`src/hw/rtl/sfr_pkg.sv`:
```
`timescale 1ns / 1ps
// ----------------------------------------------------------------------------
// Stream find-and-replace package
// Shared constants, register indexes, state encoding and the control and
// status bundles that pass between the controller and the byte cell chain.
// ----------------------------------------------------------------------------
package sfr_pkg;

    // Longest pattern and replacement, in bytes.
    localparam int MAX_PATTERN     = 8;
    localparam int MAX_REPLACEMENT = 8;

    // Widths that follow from the sizes above.
    localparam int CNT_W  = 4;   // holds 0 .. MAX_PATTERN
    localparam int IDX_W  = 3;   // addresses one cell or one replacement byte
    localparam int BYTE_W = 8;
    localparam int WORD_W = 64;  // widest configuration register
    localparam int CFG_IDX_W = 2;

    // Byte sent at the end of every line.
    localparam logic [BYTE_W-1:0] NEWLINE = 8'd10;

    // Input word kinds carried in tuser.
    localparam logic OP_DATA = 1'b0;
    localparam logic OP_EOL  = 1'b1;

    // Configuration register indexes.
    typedef enum logic [CFG_IDX_W-1:0] {
        REG_PATTERN_LENGTH     = 2'd0,
        REG_PATTERN_BYTES      = 2'd1,
        REG_REPLACEMENT_LENGTH = 2'd2,
        REG_REPLACEMENT_BYTES  = 2'd3
    } cfg_reg_t;

    // Controller states.
    typedef enum logic [2:0] {
        S_IDLE,    // waiting for an input word
        S_EVAL,    // new byte appended, decide between match and realign
        S_DROP,    // send the front byte until the rest is a pattern prefix
        S_REPL,    // send the replacement
        S_FLUSH    // end of line: send buffered bytes, then a newline
    } state_t;

    // Commands from the controller to the cell chain.
    typedef struct packed {
        logic                   shift;      // every cell takes its right neighbor
        logic [MAX_PATTERN-1:0] load_mask;  // one-hot cell that takes load_byte
        logic [BYTE_W-1:0]      load_byte;
    } chain_ctrl_t;

    // Per-cell command derived from the chain command.
    typedef struct packed {
        logic              shift;
        logic              load;
        logic [BYTE_W-1:0] load_byte;
    } cell_ctrl_t;

    // Status gathered from the cell chain.
    typedef struct packed {
        logic [MAX_PATTERN-1:0] match;       // cell i equals pattern byte i
        logic [MAX_PATTERN-1:0] match_prev;  // cell i equals pattern byte i-1
        logic [BYTE_W-1:0]      head;        // byte held by cell 0
    } chain_stat_t;

endpackage

```
`src/hw/rtl/sfr_cell.sv`:
```
`timescale 1ns / 1ps
// ----------------------------------------------------------------------------
// Stream find-and-replace byte cell
// Holds one buffered byte, compares it against its own pattern byte and the
// one before it, and passes the byte to its left neighbor on a shift.
// ----------------------------------------------------------------------------
module sfr_cell
    import sfr_pkg::*;
(
    input  logic              aclk,
    input  cell_ctrl_t        ctrl,
    input  logic [BYTE_W-1:0] shift_in,       // byte of the right neighbor
    input  logic [BYTE_W-1:0] pat_byte,       // pattern byte at this position
    input  logic [BYTE_W-1:0] pat_prev_byte,  // pattern byte one position lower
    output logic [BYTE_W-1:0] byte_out,
    output logic              match,
    output logic              match_prev
);

    logic [BYTE_W-1:0] byte_reg;
    logic [BYTE_W-1:0] byte_next;

    // A load writes the new byte; a shift takes the neighbor's byte.
    always_comb begin
        byte_next = byte_reg;
        if (ctrl.load) begin
            byte_next = ctrl.load_byte;
        end else if (ctrl.shift) begin
            byte_next = shift_in;
        end
    end

    always_ff @(posedge aclk) begin
        byte_reg <= byte_next;
    end

    // Compare for the buffer as it stands and as it will be after one shift.
    assign byte_out   = byte_reg;
    assign match      = (byte_reg == pat_byte);
    assign match_prev = (byte_reg == pat_prev_byte);

endmodule

```
`src/hw/rtl/sfr_ctrl.sv`:
```
`timescale 1ns / 1ps
// ----------------------------------------------------------------------------
// Stream find-and-replace controller
// Keeps the fill count of the cell chain, decides between a full match and
// realignment, and sequences the output words one per cycle while m_tready is high.
// ----------------------------------------------------------------------------
module sfr_ctrl
    import sfr_pkg::*;
(
    input  logic                aclk,
    input  logic                aresetn,
    // Input stream
    input  logic                s_tvalid,
    output logic                s_tready,
    input  logic                s_opcode,
    input  logic [BYTE_W-1:0]   s_byte,
    // Output stream
    output logic                m_tvalid,
    input  logic                m_tready,
    output logic [BYTE_W-1:0]   m_byte,
    output logic                m_last,
    // Saturated configuration
    input  logic [CNT_W-1:0]    plen,
    input  logic [CNT_W-1:0]    rlen,
    input  logic [WORD_W-1:0]   rep_bytes,
    // Cell chain
    output chain_ctrl_t         chain_ctrl,
    input  chain_stat_t         chain_stat
);

    state_t           state_reg, state_next;
    logic [CNT_W-1:0] count_reg, count_next;
    logic [IDX_W-1:0] rep_idx_reg, rep_idx_next;

    logic             prefix;        // buffer is a prefix of the pattern
    logic             prefix_shift;  // buffer minus its front byte is a prefix
    logic             full_match;
    logic             drop_last;
    logic             repl_last;
    logic [IDX_W-1:0] load_pos;
    logic [CNT_W-1:0] count_dec;

    // Prefix checks over the cells that are in use.
    always_comb begin
        logic all_ok;
        logic shift_ok;
        all_ok   = 1'b1;
        shift_ok = 1'b1;
        for (int i = 0; i < MAX_PATTERN; i++) begin
            if (CNT_W'(i) < count_reg && !chain_stat.match[i]) begin
                all_ok = 1'b0;
            end
            if (i >= 1 && CNT_W'(i) < count_reg && !chain_stat.match_prev[i]) begin
                shift_ok = 1'b0;
            end
        end
        count_dec    = count_reg - CNT_W'(1);
        prefix       = all_ok && (count_reg <= plen);
        prefix_shift = shift_ok && (count_dec <= plen);
    end

    assign full_match = (plen != '0) && (count_reg == plen) && prefix;
    // The front byte just sent is the last one when the rest is a prefix.
    assign drop_last  = (count_reg == CNT_W'(1)) || ((plen != '0) && prefix_shift);
    assign repl_last  = ({1'b0, rep_idx_reg} == (rlen - CNT_W'(1)));
    // A full buffer overwrites its last byte.
    assign load_pos   = (count_reg > CNT_W'(MAX_PATTERN - 1)) ?
                        IDX_W'(MAX_PATTERN - 1) : count_reg[IDX_W-1:0];

    // State register and counters.
    always_ff @(posedge aclk) begin
        if (!aresetn) begin
            state_reg   <= S_IDLE;
            count_reg   <= '0;
            rep_idx_reg <= '0;
        end else begin
            state_reg   <= state_next;
            count_reg   <= count_next;
            rep_idx_reg <= rep_idx_next;
        end
    end

    // Next state and stream outputs.
    always_comb begin
        state_next           = state_reg;
        count_next           = count_reg;
        rep_idx_next         = rep_idx_reg;
        s_tready             = 1'b0;
        m_tvalid             = 1'b0;
        m_byte               = chain_stat.head;
        m_last               = 1'b0;
        chain_ctrl.shift     = 1'b0;
        chain_ctrl.load_mask = '0;
        chain_ctrl.load_byte = s_byte;

        unique case (state_reg)
            S_IDLE: begin
                s_tready = 1'b1;
                if (s_tvalid) begin
                    if (s_opcode == OP_EOL) begin
                        state_next = S_FLUSH;
                    end else begin
                        chain_ctrl.load_mask = MAX_PATTERN'(1) << load_pos;
                        count_next = {1'b0, load_pos} + CNT_W'(1);
                        state_next = S_EVAL;
                    end
                end
            end

            S_EVAL: begin
                if (full_match) begin
                    count_next   = '0;
                    rep_idx_next = '0;
                    state_next   = (rlen == '0) ? S_IDLE : S_REPL;
                end else if (count_reg != '0 && (plen == '0 || !prefix)) begin
                    state_next = S_DROP;
                end else begin
                    state_next = S_IDLE;
                end
            end

            S_DROP: begin
                m_tvalid = 1'b1;
                m_last   = drop_last;
                if (m_tready) begin
                    chain_ctrl.shift = 1'b1;
                    count_next       = count_dec;
                    if (drop_last) begin
                        state_next = S_IDLE;
                    end
                end
            end

            S_REPL: begin
                m_tvalid = 1'b1;
                m_byte   = rep_bytes[{rep_idx_reg, 3'b000} +: BYTE_W];
                m_last   = repl_last;
                if (m_tready) begin
                    rep_idx_next = rep_idx_reg + IDX_W'(1);
                    if (repl_last) begin
                        state_next = S_IDLE;
                    end
                end
            end

            S_FLUSH: begin
                m_tvalid = 1'b1;
                if (count_reg == '0) begin
                    m_byte = NEWLINE;
                    m_last = 1'b1;
                end
                if (m_tready) begin
                    if (count_reg == '0) begin
                        state_next = S_IDLE;
                    end else begin
                        chain_ctrl.shift = 1'b1;
                        count_next       = count_dec;
                    end
                end
            end

            default: begin
                state_next = S_IDLE;
            end
        endcase
    end

    // The buffer never holds more bytes than there are cells.
    assert property (@(posedge aclk) disable iff (!aresetn)
        count_reg <= CNT_W'(MAX_PATTERN))
        else $error("fill count above cell count");

    // Input and output never move in the same cycle.
    assert property (@(posedge aclk) disable iff (!aresetn)
        !(s_tready && m_tvalid))
        else $error("input accepted while output pending");

    // The final word of a run returns the controller to idle.
    assert property (@(posedge aclk) disable iff (!aresetn)
        (m_tvalid && m_tready && m_last) |=> (state_reg == S_IDLE))
        else $error("controller busy after last word");

    // A replacement is only sent with an empty buffer.
    assert property (@(posedge aclk) disable iff (!aresetn)
        (state_reg == S_REPL) |-> (count_reg == '0))
        else $error("replacement with buffered bytes");

    // A data word always leaves at least one byte in the buffer to evaluate.
    assert property (@(posedge aclk) disable iff (!aresetn)
        (s_tvalid && s_tready && s_opcode == OP_DATA) |=>
        (state_reg == S_EVAL && count_reg != '0))
        else $error("data word not buffered");

endmodule

```
`src/hw/rtl/stream_find_replace_top.sv`:
```
`timescale 1ns / 1ps
// ----------------------------------------------------------------------------
// Stream find-and-replace top level
// Replaces each leftmost, non-overlapping occurrence of a pattern of up to
// eight bytes by a replacement of up to eight bytes, line by line.
// ----------------------------------------------------------------------------
// The block takes one word at a time. It accepts a data word, evaluates it,
// then sends each output word that it causes (zero to eight); an end-of-line
// word causes each buffered byte to be sent, then a newline. The controller
// works on one input word at a time, and the single output port sends one
// word a cycle while m_tready is high. Partial matches are held in a chain
// of eight byte cells that shift toward the front as bytes are sent.
// Configuration is written through cfg_wr_en, cfg_index and cfg_data; the
// user must do so only while the block is idle, which the block itself does
// not enforce; lengths above eight are treated as eight.
// ----------------------------------------------------------------------------
module stream_find_replace_top
    import sfr_pkg::*;
(
    input  logic                 aclk,
    input  logic                 aresetn,
    // Configuration write port
    input  logic                 cfg_wr_en,
    input  logic [CFG_IDX_W-1:0] cfg_index,
    input  logic [WORD_W-1:0]    cfg_data,
    // Input stream
    input  logic                 s_tvalid,
    output logic                 s_tready,
    input  logic [BYTE_W-1:0]    s_tdata,   // [7:0] data_byte
    input  logic                 s_tuser,   // [0] opcode
    // Output stream
    output logic                 m_tvalid,
    input  logic                 m_tready,
    output logic [BYTE_W-1:0]    m_tdata,   // [7:0] out_byte
    output logic                 m_tlast
);

    logic [CNT_W-1:0]  pat_len_reg;
    logic [WORD_W-1:0] pat_bytes_reg;
    logic [CNT_W-1:0]  rep_len_reg;
    logic [WORD_W-1:0] rep_bytes_reg;

    logic [CNT_W-1:0]  plen;
    logic [CNT_W-1:0]  rlen;

    chain_ctrl_t       chain_ctrl;
    chain_stat_t       chain_stat;
    logic [BYTE_W-1:0] cell_byte [MAX_PATTERN];

    // Configuration registers.
    always_ff @(posedge aclk) begin
        if (!aresetn) begin
            pat_len_reg   <= CNT_W'(1);
            pat_bytes_reg <= '0;
            rep_len_reg   <= '0;
            rep_bytes_reg <= '0;
        end else if (cfg_wr_en) begin
            unique case (cfg_reg_t'(cfg_index))
                REG_PATTERN_LENGTH:     pat_len_reg   <= cfg_data[CNT_W-1:0];
                REG_PATTERN_BYTES:      pat_bytes_reg <= cfg_data;
                REG_REPLACEMENT_LENGTH: rep_len_reg   <= cfg_data[CNT_W-1:0];
                REG_REPLACEMENT_BYTES:  rep_bytes_reg <= cfg_data;
                default: begin
                end
            endcase
        end
    end

    // Lengths saturate at the cell count.
    assign plen = (pat_len_reg > CNT_W'(MAX_PATTERN)) ? CNT_W'(MAX_PATTERN) : pat_len_reg;
    assign rlen = (rep_len_reg > CNT_W'(MAX_REPLACEMENT)) ?
                  CNT_W'(MAX_REPLACEMENT) : rep_len_reg;

    // Chain of byte cells; cell 0 is the front of the buffer.
    for (genvar i = 0; i < MAX_PATTERN; i++) begin : g_cell
        cell_ctrl_t        cctrl;
        logic [BYTE_W-1:0] shift_in;
        logic [BYTE_W-1:0] pat_prev;

        assign cctrl.shift     = chain_ctrl.shift;
        assign cctrl.load      = chain_ctrl.load_mask[i];
        assign cctrl.load_byte = chain_ctrl.load_byte;

        if (i == MAX_PATTERN - 1) begin : g_tail
            assign shift_in = '0;
        end else begin : g_body
            assign shift_in = cell_byte[i+1];
        end

        if (i == 0) begin : g_front
            assign pat_prev = pat_bytes_reg[BYTE_W-1:0];
        end else begin : g_rest
            assign pat_prev = pat_bytes_reg[(i-1)*BYTE_W +: BYTE_W];
        end

        sfr_cell u_cell (
            .aclk          (aclk),
            .ctrl          (cctrl),
            .shift_in      (shift_in),
            .pat_byte      (pat_bytes_reg[i*BYTE_W +: BYTE_W]),
            .pat_prev_byte (pat_prev),
            .byte_out      (cell_byte[i]),
            .match         (chain_stat.match[i]),
            .match_prev    (chain_stat.match_prev[i])
        );
    end

    assign chain_stat.head = cell_byte[0];

    // Sequencer for matching and output.
    sfr_ctrl u_ctrl (
        .aclk       (aclk),
        .aresetn    (aresetn),
        .s_tvalid   (s_tvalid),
        .s_tready   (s_tready),
        .s_opcode   (s_tuser),
        .s_byte     (s_tdata),
        .m_tvalid   (m_tvalid),
        .m_tready   (m_tready),
        .m_byte     (m_tdata),
        .m_last     (m_tlast),
        .plen       (plen),
        .rlen       (rlen),
        .rep_bytes  (rep_bytes_reg),
        .chain_ctrl (chain_ctrl),
        .chain_stat (chain_stat)
    );

endmodule

```
`config.mk`:
```
export PLATFORM = sky130hd
export DESIGN_NAME = stream_find_replace_top
export DESIGN_NICKNAME = d
export VERILOG_FILES = /design/src/hw/rtl/sfr_pkg.sv /design/src/hw/rtl/sfr_cell.sv /design/src/hw/rtl/sfr_ctrl.sv /design/src/hw/rtl/stream_find_replace_top.sv
export SDC_FILE = /design/constraint.sdc
export NUM_CORES = 1
export LEC_CHECK = 0
export ABC_AREA = 1
export BUFFER_PORTS_ARGS = -buffer_cell sky130_fd_sc_hd__buf_2
export CORE_ASPECT_RATIO = 1.5
export CORE_MARGIN = 3
export CORE_UTILIZATION = 39
export DETAILED_ROUTE_END_ITERATION = 6
export PLACE_DENSITY = 0.65
export SLEW_MARGIN = 10
export SYNTH_ARGS = -nofsm -noshare
export SYNTH_HDL_FRONTEND = slang
export SYNTH_SLANG_ARGS = --single-unit
```
`constraint.sdc`:
```
create_clock -name aclk -period 3.71 [get_ports aclk]
set_clock_uncertainty 0.15 [all_clocks]
set_input_delay 0.1855 -clock aclk [delete_from_list [all_inputs] [get_ports aclk]]
set_output_delay 0.1855 -clock aclk [all_outputs]
set_load 0.02 [all_outputs]
```
=== Word-level counts from Yosys, hierarchy flattened ===
Index checks and enable logic that the tools add are counted.

* Bits in registers: 210
* Bits of input ports: 80
* Output and inout bits: 11
* Logic and storage cells: 202

* $lt $le $gt $ge: 13
* Muxes and demuxes: 69
* Add/sub/neg operators: 4
* Reductions and logical operators: 64
* Equality and inequality tests: 35
* Shifts and indexed selects: 2

{| class="wikitable"
|+ Operator list
! cell !! count
|-
| $mux W8 || 20
|-
| $eq A8 B8 Y1 || 15
|-
| $shiftx A64 B7 Y8 || 1
|-
| $mux W3 || 12
|-
| $mux W4 || 8
|-
| $logic_and A1 B1 Y1 || 21
|-
| $mux W1 || 21
|-
| $reduce_bool A2 Y1 || 9
|-
| $logic_not A1 Y1 || 16
|-
| $lt A3 B4 Y1 const A || 4
|-
| $pmux W4 S4 || 1
|-
| $pmux W8 S2 || 1
|-
| $pmux W3 S5 || 1
|-
| $reduce_and A7 Y1 || 2
|-
| $logic_not A4 Y1 || 3
|-
| $ne A2 B2 Y1 const B || 6
|-
| $reduce_bool A4 Y1 || 3
|-
| $gt A4 B4 Y1 const B || 2
|-
| $le A4 B4 Y1 || 2
|-
| $lt A1 B4 Y1 const A || 2
|-
| $lt A2 B4 Y1 const A || 2
|-
| $ne A2 B1 Y1 const B || 4
|-
| $reduce_and A2 Y1 || 4
|-
| $shl A1 B3 Y8 const A || 1
|-
| other kinds (21) || 26
|}

=== Logic depth before layout (Yosys ltp) ===
Gate-level depths: netlist of the first run.

* Word-level depth: 18
* Depth in mapped cells: 18
* Depth with buffers taken out: 18

=== Modules after synthesis ===
A second synthesis of the first run with hierarchy kept.

* Cell total of the unflattened synthesis: 2240
* Area total of the unflattened synthesis: 13135.1 µm²

{| class="wikitable"
|+ By module, submodules not included
! module !! area each (µm²) !! instances !! cells each !! seq. area each (µm²)
|-
| stream_find_replace_top || 5621.6 || 1 || 878 || 2722.6
|-
| sfr_cell || 670.6 || 8 || 121 || 240.2
|-
| sfr_ctrl || 2148.3 || 1 || 394 || 200.2
|}

=== Least setup slack after synthesis of the first run ===
No wires, ideal clock.

* Path kind: register to output
* From: register u_ctrl.count_reg[0]
* To: output port m_tlast
* Data arrival time: 2025 ps
* Slack: 1350 ps
* Stages on the path, launching flop included: 15
* Buffers on the path: 0
* Cell sequence: dfxtp_1 > inv_1 > ha_1 > xnor2_1 > inv_1 > ha_1 > nand2_1 > o21ai_0 > a21oi_1 > nand2_1 > nor2_1 > nand2_1 > nand2_1 > nand2_1 > o211ai_1

* Longest elaborated chain between the ends: 13

{| class="wikitable"
|+ RTL lines
! what !! RTL line !! source
|-
| from (decl) || sfr_ctrl.sv:32 || <nowiki>logic [CNT_W-1:0] count_reg, count_next;</nowiki>
|-
| from (signal assigned) || sfr_ctrl.sv:78 || <nowiki>count_reg <= count_next;</nowiki>
|-
| $lt A1 B4 Y1 || sfr_ctrl.sv:53 || <nowiki>if (i >= 1 && CNT_W'(i) < count_reg && !chain_stat.match_prev[i]) begin</nowiki>
|-
| $logic_and A1 B1 Y1 || sfr_ctrl.sv:53 ||
|-
| $mux W1 (7 in a row) || sfr_ctrl.sv:53 ||
|-
| $logic_and A1 B1 Y1 || sfr_ctrl.sv:59 || <nowiki>prefix_shift = shift_ok && (count_dec <= plen);</nowiki>
|-
| $logic_and A1 B1 Y1 || sfr_ctrl.sv:64 || <nowiki>assign drop_last = (count_reg == CNT_W'(1)) || ((plen != '0) && prefix_shift);</nowiki>
|-
| $logic_or A1 B1 Y1 || sfr_ctrl.sv:64 ||
|-
| $pmux W1 S3 * || sfr_ctrl.sv:96 || <nowiki>unique case (state_reg)</nowiki>
|-
| to (decl) || stream_find_replace_top.sv:35 || <nowiki>output logic m_tlast</nowiki>
|}

Every way passes the cells marked *; elsewhere a longest branch is shown, timed or not.

=== Worst setup path after layout of the first run ===
Ends and elaborated chain as after synthesis.

==> run summary, run 1 <==
Status: finished, final reports clean
Fmax: 299 MHz
Min Tclk post-route: 3.34 ns
Largest net degree at the start of global routing: 85
Clock Tree Buf Depth: 3
Asr flop ratio synth: 0
Most frequent cell after synthesis: nand2_1
Yosys cell types: 38
WS Path Type: flop to primary output
CP endpoint kind: primary output
Pre-CTS WS: 0.959 ns
Number of fill cells in the layout: 2,688
First-pass GRT wire length: 53,400 um
Cell family with most CP delay: adder cells
CP max FO: 5
Synthesized instance count: 1,461
Initial Util: 0.398
Number of iterations in the first detailed-routing pass: 5
CTS root buf: clkbuf_16
Worst path max stage delay: 0.42 ns
Max-cap violations: 0
DR iter-0 viols: 766
Number of synthesized flops with an enable pin: 64
Setup TNS: 0 ns
Worst Tran Pin Value: 0.866 ns
Yosys top cell area share: 0.268
Vias per Instance: 5.14
Final antenna-violating net count: 0
Xor and xnor area share after synthesis: 0.0634
Arrival time worst endpoint: 3.01 ns
Syn Nets: 1,561
Die Height: 211 um
Area leader, netlist: dfxtp_1
Post-synthesis compound-gate area fraction: 0.187
Nets: 1,688
DIE AREA: 0.0301 mm^2
Later-pin clock latency in the skew report: 0.52 ns
RSZ-0062 raised after global routing: no
PortBufs: 90
Seq/Total Area, Yosys: 0.444
CTS tree: done
Pins Over Slew Limit: 0
Placer Congestion: 0.931
Vias in the first global route: 9,775
Average cell area after synthesis: 7.47 um^2
Row Count: 74
Initial antenna violation count: 1
Share of cells above drive strength 1: 0.117
Critical path's slowest cell: dfxtp_1
Leakage: 5.41 nW
CTS HTree Levels: 1
Via count: 9,998
Final hold slack: 0.00632 ns
Count of final hold-check violations: 0
Main combinational cell family by area after synthesis: simple AND/OR/NAND/NOR gates
Worst min path class: input pin to flop
CP cell instances: inv_1, ha_1, xnor2_1, inv_1, ha_1, nand2_1, o21ai_0, a21oi_1, nand2_1, nor2_1, nand2_1, nand2_1, nand2_1, o211ai_1, buf_2
Cell Area, Synth: 0.0109 mm^2
Residual DRC count: 0
Final Cycle Share: 0.901
Syn. warnings: 0
Die X: 143 um
TritonCTS buffer count: 22
Simple-Gate Fraction of Synth Area: 0.198
Number of I/O pins: 91
Normalized max-slew margin: 0.422
Top FF cell, synth: dfxtp_1
Core area: 0.0274 mm^2
GR Overflow Total: 0
Final wirelength: 35,000 um
Worst Slack Setup Final: 0.367 ns
GRT Total Usage: 0.228
Setup Fix Bufs, Post-CTS: 0
Clock sink count: 210
Area grow syn2layout: 19.2%
Post-DR wirelength/cell: 18.0 um
Cell mode on critical path: nand2_1
Startpoint Class: flop
Worst Path Buf+Inv: 3
Area contributors post-synth: dfxtp_1 (27%), edfxtp_1 (18%), o21ai_0 (9.6%)
VDD IR max: 0.343 mV
# diodes: 0
Clk pin slew, worst setup/hold paths: 0.07 ns
Post-synthesis mux area share: 0
Required time at the worst-slack endpoint: 3.37 ns
Post-synthesis adder-cell area fraction: 0.0229
Hold_buf cts: 67
Resized cells post-CTS: 0
Dpl hpwl: 25,500 um
Power per cell area: 601 mW/mm^2
Commonest cells post-synth: nand2_1 (271), o21ai_0 (210), inv_1 (166)
Flops & latches, synth: 210
Setup-failing EPs final: 0
==> routing by layer <==
metal | track usage | wire, um | vias up
met5 | 0 | 13 | -
met4 | 0.109 | 1820 | 2
met3 | 0.0270 | 1680 | 88
met2 | 0.414 | 17800 | 308
met1 | 0.263 | 13600 | 4586
li1 | - | - | 5014
==> report_power, final <==
| group | switching, W | leakage [nW] | total, W | internal, W |
|---|---|---|---|---|
| Clock | 0.000935 | 0.346 | 0.00217 | 0.00124 |
| Combinational | 0.00163 | 3.28 | 0.00254 | 0.000910 |
| Sequential | 0.000332 | 1.78 | 0.00311 | 0.00277 |
| Total | 0.00290 | 5.41 | 0.00782 | 0.00492 |
==> per-stage QoR <==
stage	instances	instance area (um^2)	util	total power, W
after global routing	1946	13000	0.475	0.00827
after floorplan	1461	10900	-	0.00485
final	1946	13000	0.475	0.00782
after detailed placement	1839	11600	0.425	0.00561
after global placement	1839	11600	0.425	0.00559
after CTS	1946	13000	0.475	0.00784
==> cells by family (layout without fill, tap and decap cells) <==
| kind of cell | after synthesis | count (layout) |
|---|---|---|
| and+or+nand+nor | 509 | 509 |
| AOI/OAI and AO/OA | 399 | 399 |
| buffers and inverters | 244 | 387 |
| DFF | 210 | 210 |
| xor gates and xnor gates | 79 | 79 |
| adders and majority gates | 20 | 20 |
==> tightest hold or removal path, cell delays in order <==
cell	delay [ns]
buf_2	0.13
nand3_1	0.20
a21oi_1	0.10
==> cells in the final DEF (no fill, tap or decap), types with 11 or more instances in the layout <==
master / synthesis / routed
a21oi_1: 143 / 143
buf_2: 8 / 89
clkbuf_16: 0 / 24
dfxtp_1: 146 / 146
dlygate4sd3_1: 0 / 67
edfxtp_1: 64 / 64
ha_1: 20 / 20
inv_1: 166 / 165
inv_2: 12 / 13
nand2_1: 271 / 271
nand2_2: 13 / 13
nand3_1: 53 / 52
nor2_1: 137 / 136
o21ai_0: 210 / 210
o21ai_1: 32 / 32
or2_2: 11 / 11
xnor2_1: 75 / 75
==> final timing paths <==
| check | slack, ns | end | cells past startpoint | start |
|---|---|---|---|---|
| worst max-delay path | 0.37 | m_tlast | 15 | u_ctrl.count_reg[0] |
| worst min-delay path | 0.006 | pat_len_reg[3] | 3 | cfg_wr_en |
| worst min register to register | 0.29 | rep_bytes_reg[38] | 2 | rep_bytes_reg[38] |
| worst max register to register | 1.05 | u_ctrl.state_reg[1] | 15 | u_ctrl.count_reg[0] |
==> layout make-up <==
type / count / area, um^2 / share of cell area
multi-input cells: 1007 / 5160 / 0.396
flip-flops and latches: 210 / 4840 / 0.372
repair buffers: 167 / 1210 / 0.0930
inverters: 180 / 678 / 0.0521
clock buffers: 33 / 664 / 0.0510
well taps: 342 / 428 / 0.0329
clock inverters: 7 / 36.3 / 0.00279
(Power assumes the default switching activity.)
==> run 2, diff against run 1 <==
ABC_AREA = not set   (was 1)
==> run 2 against run 1 <==
Synthesized area shrank 3.5%; synthesized cell count shrank 23%; critical path depth shrank 3; utilization grew 0.75 points; sequential share of layout area grew 0.58 points; wire length shrank 9.0%; count of clock-buffer cells in the layout grew 4; cell area shrank 1.5%; largest cell class unchanged.
==> run summary, run 2 <==
Status: finished, final reports clean
Cell family with most CP delay: compound AO/OA/AOI/OAI gates
Dpl hpwl: 23,500 um
Via count: 8,710
Post-DP Area: 0.0113 mm^2
Power per cell area: 601 mW/mm^2
Setup TNS: 0 ns
Number of I/O pins: 91
Critical path's slowest cell: dfxtp_2
Worst Tran Pin Value: 1.22 ns
RSZ-0062 raised after global routing: no
Final Cycle Share: 0.937
Final antenna-violating net count: 0
Final hold slack: 0.0288 ns
GR Overflow Total: 0
Tot Pwr: 0.00771 W
Row Count: 73
Flops & latches, synth: 210
Setup slack, reg-to-reg: 0.83 ns
Post-synthesis compound-gate area fraction: 0.103
Nets: 1,370
CP cell instances: inv_1, ha_2, xor2_2, ha_1, a21oi_1, o22ai_1, o22a_1, nor2_1, o2111ai_1, a21o_1, o31ai_1, buf_4
Most frequent cells in the layout: nand2_1 (284), a21oi_1 (154), dfxtp_1 (144)
PortBufs: 90
Min Tclk post-route: 3.47 ns
Most frequent cell after synthesis: nand2_1
GRT Total Usage: 0.212
Post-synthesis adder-cell area fraction: 0.0237
Later-pin clock latency in the skew report: 0.51 ns
Post-DR wirelength/cell: 19.6 um
Vias in the first global route: 8,619
Clock sink count: 210
Xor and xnor area share after synthesis: 0.105
Yosys top cell area share: 0.277
Net switching power: 0.00260 W
Setup-failing EPs final: 0
Number of fill cells in the layout: 2,456
WS Path Type: flop to primary output
Largest net degree at the start of global routing: 127
Main combinational cell family by area after synthesis: simple AND/OR/NAND/NOR gates
Asr flop ratio synth: 0
Average cell area after synthesis: 9.37 um^2
Arrival time worst endpoint: 3.14 ns
Post-synthesis mux area share: 0.109
Final standard cell area without fillers: 0.0128 mm^2
Logic gate share of total power: 0.303
Worst path max stage delay: 0.39 ns
DR iter-0 viols: 628
Cell Area, Synth: 0.0105 mm^2
Pins Over Slew Limit: 0
Synthesized instance count: 1,125
Syn. warnings: 0
Clock Tree Buf Depth: 3
DIE AREA: 0.0291 mm^2
Residual DRC count: 0
Startpoint Class: flop
Number of synthesized flops with an enable pin: 64
CTS HTree Levels: 1
Total internal power: 0.00511 W
Die X: 140 um
Commonest cells post-synth: nand2_1 (284), a21oi_1 (154), dfxtp_1 (146)
Worst min path class: input pin to flop
CTS tree: done
First-pass GRT wire length: 48,600 um
Simple-Gate Fraction of Synth Area: 0.171
Commonest non-fill, non-tap cell in the layout: nand2_1
Leakage: 4.83 nW
CP endpoint kind: primary output
Count of final hold-check violations: 0
Clock Power Share: 0.300
Initial Util: 0.397
Worst Slack Setup Final: 0.235 ns
Worst Path Buf+Inv: 2
Area contributors post-synth: dfxtp_1 (28%), edfxtp_1 (18%), nand2_1 (10%)
Syn Nets: 1,225
Final wirelength: 31,800 um
TritonCTS buffer count: 23
CP max FO: 7
Required time at the worst-slack endpoint: 3.37 ns
Number of iterations in the first detailed-routing pass: 5
Seq/Total Area, Yosys: 0.460
Switching share of total power: 0.337
Share of cells above drive strength 1: 0.186
Placer Congestion: 0.876
Core area: 0.0266 mm^2
Fmax: 288 MHz
Initial antenna violation count: 0
Vias per Instance: 5.37
VDD IR max: 0.421 mV
Part of the power in registers: 0.396
Area grow syn2layout: 21.7%
CTS root buf: clkbuf_16
Yosys cell types: 60
Multi-input logic area: 0.00542 mm^2
Normalized max-slew margin: 0.178
Die Height: 207 um
Top FF cell, synth: dfxtp_1
# diodes: 0
Max-cap violations: 0
Clk pin slew, worst setup/hold paths: 0.06 ns
Pre-CTS WS: 0.617 ns
Area leader, netlist: dfxtp_1
Storage cell area: 0.00485 mm^2
run 2: cell types whose count changed in the layout (fill, tap and decap cells not counted), sizes merged, moves of 16 or more:
cell / previous run / this run
nor2: 144 / 38
xnor2: 75 / 28
xor2: 4 / 98
nand3: 54 / 11
o21ai: 243 / 13
mux4: 0 / 16
nor4: 2 / 29
inv: 179 / 15
mux2: 0 / 57
run 2: kinds of logic (layout without fill, tap and decap cells):
family	Yosys count	count (layout)
compound gates	198	198
xor+xnor	126	126
fa+ha+maj	20	20
buf+inv	73	233
flops	210	210
mux	88	88
simple gates	410	410
run 2: power by group through the flow:
stage               Combinational, W  Sequential, W  Clock [W]
finish                       0.00234        0.00306    0.00232
global route                 0.00256        0.00309    0.00243
CTS                          0.00231        0.00305    0.00234
detailed placement           0.00224        0.00310          0
global placement             0.00222        0.00309          0
floorplan                    0.00171        0.00297          0
run 2: repair_timing:
item                                    4_1_cts  5_1_grt
endpoints found under the setup margin        0        1
hold buffers                                 72        0
buffers inserted                              0        0
gates resized for setup                       0        5
hold endpoints to repair                    144        0
run 2: final cells by class:
class	instances	share of cell area
multi-input cells	842	0.423
flip-flops and latches	210	0.378
repair buffers	178	0.102
clock buffers	37	0.0561
well taps	337	0.0329
inverters	15	0.00497
clock inverters	3	0.00361
run 2: path summary, 6_finish.rpt:
kind	depth (start not counted)	endpoint	startpoint
worst max-delay path	12	m_tlast	u_ctrl.count_reg[0]
worst min-delay path	2	g_cell[7].u_cell.byte_out[3]	s_tdata[3]
worst max register to register	10	u_ctrl.count_reg[1]	pat_len_reg[3]
worst min register to register	2	rep_bytes_reg[21]	rep_bytes_reg[21]
run 2: layer usage:
layer / vias up / track usage / part of all wire
met5: - / 0 / 0
met4: 0 / 0.0816 / 0.039
met3: 63 / 0.0274 / 0.046
met2: 259 / 0.380 / 0.52
met1: 4205 / 0.255 / 0.40
li1: 4183 / - / -
run 2: through the flow:
stage	std cells	util
after detailed placement	1510	0.426
after CTS	1622	0.482
after global placement	1510	0.426
final	1622	0.483
after floorplan	1125	-
after global routing	1622	0.483
==> run 3, diff against run 2 <==
MAX_ROUTING_LAYER = met4   (was not set)
RECOVER_POWER = 25   (was not set)
==> run 3 against run 2 <==
The flow now finishes with violations (capacitance limit, slew limit); wire length barely moved; total power is 2.1% lower; critical path type unchanged; highest routed layer unchanged; register-to-register slack hardly changed; largest cell class unchanged; hold slack improved by 0.0018 ns; die area did not move.
==> run summary, run 3 (synthesis gave the netlist of run 2 again) <==
Setup slack, reg-to-reg: 0.82 ns
PortBufs: 90
GRT Max-Usage Layer: met2
Storage cell area: 0.00485 mm^2
WS Path Type: flop to primary output
VDD IR max: 0.542 mV
Critical path's slowest cell: dfxtp_2
Nets: 1,369
Initial Util: 0.397
Number of iterations in the first detailed-routing pass: 5
Power per cell area: 593 mW/mm^2
Min Tclk post-route: 3.48 ns
Fmax: 288 MHz
Clock sink count: 210
Commonest non-fill, non-tap cell in the layout: nand2_1
Worst Setup SP: u_ctrl.count_reg[0]
Initial antenna violation count: 1
Die X: 140 um
Number of fill cells in the layout: 2,492
Worst r2r src: pat_len_reg[3]
M1 GR Usage: 0.263
Worst Path Buf+Inv: 2
Clk pin slew, worst setup/hold paths: 0.06 ns
Stages on the worst setup path: 12
FF-to-FF path depth: 10
Hold path start: s_tdata[7]
Setup TNS: 0 ns
Vias in the first global route: 8,673
Worst Setup EP: m_tlast
Largest net degree at the start of global routing: 127
Startpoint Class: flop
Most frequent cells in the layout: nand2_1 (284), a21oi_1 (154), dfxtp_1 (144)
Dpl hpwl: 23,600 um
DIE AREA: 0.0291 mm^2
Share of cells above drive strength 1: 0.188
Worst path max stage delay: 0.39 ns
Failing checks: capacitance limit, slew limit
GRT Total Usage: 0.220
Final antenna-violating net count: 0
Core area: 0.0266 mm^2
Via count: 8,738
Multi-input logic area: 0.00543 mm^2
Final Cycle Share: 0.938
Final standard cell area without fillers: 0.0127 mm^2
CTS tree: done
DR iter-0 viols: 547
Max-cap violations: 1
Required time at the worst-slack endpoint: 3.37 ns
CTS HTree Levels: 1
Later-pin clock latency in the skew report: 0.52 ns
Die Height: 207 um
CTS root buf: clkbuf_16
Number of I/O pins: 91
TritonCTS buffer count: 22
R2r endpoint: u_ctrl.count_reg[1]
Met2 usage: 0.389
CP endpoint kind: primary output
Worst min path class: input pin to flop
RSZ-0062 raised after global routing: no
Area grow syn2layout: 20.9%
Worst Tran Pin Value: 2.58 ns
Arrival time worst endpoint: 3.14 ns
Cell family with most CP delay: compound AO/OA/AOI/OAI gates
Clock Tree Buf Depth: 3
GR Overflow Total: 0
Pins Over Slew Limit: 127
CP cell instances: inv_1, ha_2, xor2_2, ha_1, a21oi_1, o22ai_1, o22a_1, nor2_1, o2111ai_1, a21o_1, o31ai_2, buf_2
Post-DR wirelength/cell: 19.6 um
Leakage: 4.80 nW
Final wirelength: 31,800 um
Residual DRC count: 0
Setup-failing EPs final: 0
# diodes: 0
Met3 usage: 0.0194
Inst Count DP: 1,511
Placer Congestion: 0.888
Fin cells: 1,622
Setup Fix Bufs, Post-CTS: 0
First-pass GRT wire length: 49,300 um
CP max FO: 7
Post-DP Area: 0.0113 mm^2
Vias per Instance: 5.39
Normalized max-slew margin: -0.720
Count of final hold-check violations: 0
Row Count: 73
Status: complete, but fails checks
run 3: report_power, final:
group          switching [W]  leakage, nW  internal (W)
sequential          0.000314         1.78       0.00274
clock               0.000949        0.355       0.00121
combinational        0.00136         2.67      0.000976
total                0.00263         4.80       0.00493
run 3: what timing repair did:
action                     in CTS  in global routing
hold endpoints to repair      144                  0
hold buffers                   71                  0
resized for setup               0                  5
setup endpoints to repair       0                  1
run 3: final cells by class:
class                      count  share of cell area
inverter                      15             0.00501
timing repair buffer         178               0.100
multi-input combinational    842               0.426
sequential                   210               0.380
clock buffer                  24              0.0455
clock inverter                16             0.00962
tap                          337              0.0331
run 3: worst min-delay path by stage:
stage                                    to  slack, ns  cells past startpoint
2_1_floorplan                pat_len_reg[0]       0.16                      2
3_3_place_gp              rep_bytes_reg[16]       0.29                      2
3_5_place_dp              rep_bytes_reg[16]       0.29                      2
4_1_cts        g_cell[7].u_cell.byte_out[7]       0.01                      2
5_1_grt        g_cell[7].u_cell.byte_out[7]       0.04                      2
6_report       g_cell[7].u_cell.byte_out[7]       0.03                      2
run 3: through the flow:
step / hold WS (ns) / setup slack, ns / util / total power, W
2_1_floorplan: 0.164 / 0.856 / - / 0.00468
6_report: 0.0305 / 0.232 / 0.479 / 0.00755
3_3_place_gp: 0.290 / 0.596 / 0.426 / 0.00529
5_1_grt: 0.0414 / 0.0386 / 0.479 / 0.00796
3_5_place_dp: 0.293 / 0.575 / 0.426 / 0.00534
4_1_cts: 0.0137 / 0.0350 / 0.480 / 0.00754
run 3: routing by layer:
layer / part of all wire / up-vias / routed length [um]
met1: 0.40 / 4247 / 12700
met2: 0.53 / 247 / 16800
met3: 0.039 / 58 / 1240
li1: - / 4186 / -
met4: 0.035 / 0 / 1110
met5: 0 / - / 0
run 3: worst reg2reg max path, stage by stage (launching register included):
cell,delay (ns)
dfxtp_1,0.34
inv_1,0.13
nand2_1,0.11
ha_1,0.32
nand4_1,0.22
a21o_1,0.25
a311oi_1,0.27
a22o_1,0.23
nand4_2,0.31
a221oi_1,0.34
a311oi_1,0.10
